===== src/design/crt_pkg.sv =====
// Shared types and constants for the cacheability range table.
package crt_pkg;

	localparam int MaxRanges = 32;
	localparam int IdxW = $clog2(MaxRanges);
	localparam int CntW = $clog2(MaxRanges + 1);

	localparam logic [1:0] STATUS_DONE    = 2'd0;
	localparam logic [1:0] STATUS_IGNORED = 2'd1;
	localparam logic [1:0] STATUS_FULL    = 2'd2;

	localparam logic REQ_INSERT = 1'b0;
	localparam logic REQ_LOOKUP = 1'b1;

	typedef struct packed {
		logic        req_type;
		logic [63:0] address;
		logic [63:0] range_end;
		logic        write_back;
		logic        write_through;
	} req_t;

	typedef struct packed {
		logic [1:0]  status;
		logic [63:0] region_end;
		logic        is_write_back;
		logic        is_write_through;
	} rsp_t;

	// One entry of the range memory.
	typedef struct packed {
		logic [63:0] base;
		logic [63:0] length;
		logic        wt;
	} entry_t;

endpackage


===== src/design/crt_mem.sv =====
// Range entry memory: one write port, one registered read port.
module crt_mem (
	input  logic                 clk,
	input  logic                 we,
	input  logic [crt_pkg::IdxW-1:0] waddr,
	input  crt_pkg::entry_t      wdata,
	input  logic [crt_pkg::IdxW-1:0] raddr,
	output crt_pkg::entry_t      rdata
);
	import crt_pkg::*;

	entry_t mem [MaxRanges];

	always_ff @(posedge clk) begin
		if (we) begin
			mem[waddr] <= wdata;
		end
		rdata <= mem[raddr];
	end

endmodule


===== config.mk =====
export PLATFORM = sky130hd
export DESIGN_NAME = crt_mem
export DESIGN_NICKNAME = d
export VERILOG_FILES = /design/src/design/crt_pkg.sv /design/src/design/crt_mem.sv
export SDC_FILE = /design/constraint.sdc
export NUM_CORES = 2
export LEC_CHECK = 0
export ABC_CLOCK_PERIOD_IN_PS = 8900
export BUFFER_PORTS_ARGS = -buffer_cell sky130_fd_sc_hd__buf_2
export CAP_MARGIN = 20
export CORE_ASPECT_RATIO = 0.75
export CORE_MARGIN = 5
export CORE_UTILIZATION = 60
export CTS_CLUSTER_SIZE = 20
export DETAILED_ROUTE_END_ITERATION = 7
export PLACE_DENSITY_LB_ADDON = 0.08
export SYNTH_ARGS = -nofsm -noshare
export SYNTH_HDL_FRONTEND = slang
export SYNTH_MEMORY_MAX_BITS = 65536
export SYNTH_SLANG_ARGS = --single-unit

===== constraint.sdc =====
create_clock -name clk -period 8.9 [get_ports clk]
set_input_delay 0.445 -clock clk [delete_from_list [all_inputs] [get_ports clk]]
set_output_delay 0.445 -clock clk [all_outputs]
set_load 0.05 [all_outputs]

# [After elaboration in Yosys (flattened, before gate mapping)]
# Memory sizes are Yosys's and may differ from the RTL's. A register that Yosys moved wholly into a read port is not among the register bits.
# Cells that the tools add are included.
[word_totals] regBits=0 ram_bits=4128 input_bits=141 out_inout_bits=129 word_cells=3 mem_count=1
[op_classes] mux=2
[mem_list] memory="mem" words=32 width=129 read_ports=1 rd_ports_with_merged_regs=1 wr=1 line="crt_mem.sv:12" text="entry_t mem [MaxRanges];"
[ops] op="$mux W1" n=2

# [Depth between registers and ports, before layout]
[depth] depth_word=2 ltp_mapped=8

# [Worst setup path after synthesis]
# Ideal clock, no wire load.
[synth_path] path_type="input -> register" from="input waddr[1] in the netlist's numbering" to="memory mem[12][0] in the netlist's numbering, enable pin" setup_ns=0.619 arrival_time_ns=6.468 t_required_ns=8.281 setup_slack_ns=1.813 stages=3 cell_sequence="or3b_2 > clkbuf_1 > nor2_1"
[synth_rtl] item="start, declared" line="crt_mem.sv:5" text="input logic [crt_pkg::IdxW-1:0] waddr,"
[synth_rtl] item="end, declared" line="crt_mem.sv:12"
# No word-level cell before the write port.

# [Final worst setup path]
[layout_path] from="input we" to="memory mem[31][25] in the netlist's numbering, enable pin"
[layout_between] elab_chain_len=2
[layout_rtl] item="start, declared" line="crt_mem.sv:4" text="input logic we,"
[layout_rtl] item="$mux W1" line="crt_mem.sv:15" text="if (we) begin"
[layout_rtl] item="$mux W1 (not written as such)" line="crt_mem.sv:16" text="mem[waddr] <= wdata;"
# No other way between the ends.

==> impl_metrics.json <==
{
  "maximum_buffer_depth_of_the_clock_tree": 4,
  "path_cells": "buf_2, nand3_1, nor2_4, buf_4, buf_4",
  "die-width_um": 601,
  "num-nets-final": 7285,
  "detailroute.via_count": 74600,
  "placement.io_buffers": 269,
  "dr.pass1.iters": 5,
  "clk_pin_slew_ns": 0.06,
  "vdd_drop_max_mv": 0.187,
  "achievable-frequency_mhz": 323,
  "synthesis.instances": 6594,
  "critical_path.endpoint_type": "register",
  "drc": 0,
  "whs_endpoint": "mem[8][83]",
  "flip_flop_and_latch_area_um2": 127000,
  "grt-ovfl-total": 0,
  "post_synth_instance_area_um2": 157000,
  "grt_first_pass_wirelength_um": 551000,
  "vias_per_cell": 6.83,
  "slew_limit_fails": 0,
  "timing.max_cap.violations": 0,
  "netSwitchingPower_mw": 8.58,
  "yosys.area.top_type_share": 0.787,
  "chipHeight_um": 454,
  "worst_path_largest_cell_delay_ns": 1.00,
  "drive_gt1_frac": 0.272,
  "period_minus_slack_ns": 3.10,
  "timing.rr.start": "mem[14][51]",
  "clk_latency_ns": 0.91,
  "status": "complete, no violations",
  "multi_input_area_um2": 29100,
  "power_frac_seq": 0.547,
  "hold_path.class": "in -> reg",
  "avgRoutedWirePerCell_um": 35.4,
  "h-tree-depth": 5,
  "synth_area_per_cell_um2": 23.9,
  "drt-total-wl_um": 387000,
  "fin_worst_skew_ns": 0.0245,
  "min_path_cells": 1,
  "crit_path_max_fanout": 31,
  "rr_worst_depth": 3,
  "hold_viol": 0,
  "critical-path-top-cell-by-count": "buf_4",
  "timing.critical_path.required_ns": 9.42,
  "cts_post_setup_buffers_inserted": 0,
  "crit_path_start_kind": "input pin",
  "number_of_cts_inserted_buffers": 389,
  "grt_setup_unrepaired": "no",
  "cellPowerDensity_nw_per_um2": 232,
  "yosysWarningCount": 0,
  "cts_tree": "done",
  "layout.filler_cells": 16000,
  "dp_hpwl_um": 182000,
  "synth_unique_cells": 28,
  "die-area_um2": 273000,
  "rrSetupSlack_ns": 7.18,
  "grt_max_degree": 135,
  "first_iter_violations": 9469,
  "p_int_mw": 32.4,
  "holdWs_ns": 0.0599,
  "timing.slew.headroom": 0.191,
  "timing.critical_path.slowest_stage_cell": "nor2_4",
  "worst-setup-path-type": "in -> reg",
  "max_slew.worst_pin.slew_ns": 1.21,
  "synth_top_cells_by_area": "edfxtp_1, mux4_2, dfxtp_1",
  "core_region_area_um2": 260000,
  "cts_root_buf": "clkbuf_16",
  "worst-endpoint-arrival_ns": 3.63,
  "power_switching_share": 0.209,
  "share_of_the_clock_period_used_by_the_worst_path": 0.348,
  "antenna_found_initial": 30,
  "initial_utilization": 0.604,
  "ant_nets": 0,
  "critical_path.reg2reg.endpoint": "rdata[51]",
  "place.gp.congestion": 0.734,
  "boundaryPins": 270,
  "synth_top_area_cell": "edfxtp_1",
  "area.growth.synth_to_final_pct": 12.1,
  "grt_usage": 0.284,
  "seq_total_area_yosys": 0.804,
  "number_of_sinks_handled_by_clock_tree_synthesis": 4257,
  "static-leakage-power_nw": 55.4,
  "setup_viol": 0,
  "share_clk_of_total_power": 0.403,
  "hold_path_startpoint": "wdata[83]",
  "via_count_of_the_first_global_routing_pass": 74300,
  "placementRows": 162,
  "postSynthNetCount": 6735,
  "part_of_the_total_power_dissipated_in_combinational_logic": 0.050,
  "synth-seq-cells": 4257,
  "setup_tns_after_final_layout_ns": 0
}
[worst max-delay path: cells and delay by family]
family / cells / cell delay (ns)
and+or+nand+nor: 2 / 1.61
buffers and inverters: 3 / 1.43
[Yosys cell counts, drive strengths merged]
cell type / count
mux4: 916
buf: 248
mux2i: 232
a22oi: 174
nand3b: 6
nor3b: 1
and3b: 1
or3: 2
nor2b: 3
nor4: 100
nand3: 61
nand2b: 1
edfxtp: 4128
nand4: 29
dfxtp: 129
and2: 1
or2: 1
or3b: 4
nand2: 4
o22ai: 400
and3: 1
nor2: 36
clkbuf: 116
[final cells by class]
type,count,share of cell area
well taps,3444,0.0244
repair buffers,523,0.0221
clock inverters,190,0.0103
multi-input cells,1973,0.165
clock buffers,527,0.0608
flip-flops and latches,4257,0.717
diodes,14,0.000199
[cell families after synthesis]
| logic type | Yosys count | share of synthesized area |
|---|---|---|
| flip-flops | 4257 | 0.804 |
| multiplexers | 1148 | 0.146 |
| AO/OA/AOI/OAI | 574 | 0.0242 |
| buffers and inverters | 364 | 0.0134 |
| AND/OR/NAND/NOR | 251 | 0.0128 |
[repair_timing]
action                    in CTS  in global routing
resized for setup              0                  0
hold buffers                 104                  0
hold endpoints to repair    2848                  0
[sequential cells by signal, summed over array words and instances (netlist names)]
name / count
mem: 4128
rdata: 129
[metal layers]
metal,up-vias,track usage,part of all wire
met3,607,0.0416,0.085
met4,6,0.0740,0.027
met5,-,0,0.000078
met2,3895,0.451,0.49
met1,40400,0.426,0.40
li1,29700,-,-
[cell usage in the layout (no fill, tap or decap), drive strengths merged]
cell type / n
nand4: 29
dlygate4sd3: 104
buf: 419
and3: 1
clkbuf: 527
mux2i: 232
clkinv: 132
nor2b: 3
nand3: 61
nor2: 36
clkinvlp: 15
dfxtp: 129
and3b: 1
mux4: 916
inv: 10
nand3b: 6
or3: 2
a22oi: 174
nor4: 100
nor3b: 1
nand2b: 1
nand2: 4
o22ai: 400
bufinv: 33
diode: 14
edfxtp: 4128
or2: 1
and2: 1
or3b: 4
[per-stage QoR]
stage / worst slack, ns / utilization / cells / cell area (um^2) / total power [mW]
after detailed placement: 4.79 / 0.625 / 10100 / 163000 / 24.9
after global routing: 5.65 / 0.677 / 10900 / 176000 / 42.2
final: 5.80 / 0.677 / 10900 / 176000 / 41.0
after global placement: 4.82 / 0.625 / 10100 / 163000 / 24.8
after floorplan: 1.81 / - / 6594 / 157000 / 24.1
after CTS: 5.75 / 0.677 / 10900 / 176000 / 41.2
[power groups by stage]
stage	clock, mW	sequential (mW)	combinational, mW
4_1_cts	16.7	22.4	2.08
6_report	16.5	22.4	2.07
2_1_floorplan	0	23.1	1.02
3_5_place_dp	0	22.9	2.03
5_1_grt	17.6	22.4	2.19
3_3_place_gp	0	22.8	2.00
[how the worst max path moves through the flow]
stage / startpoint / to / slack, ns / cells after the start
3_5_place_dp: we / mem[31][88] / 4.79 / 5
5_1_grt: waddr[0] / mem[31][31] / 5.65 / 5
2_1_floorplan: waddr[1] / mem[12][0] / 1.81 / 3
3_3_place_gp: we / mem[31][88] / 4.82 / 5
4_1_cts: we / mem[31][25] / 5.75 / 5
6_report: we / mem[31][25] / 5.80 / 5
(Power assumes the default switching activity.)
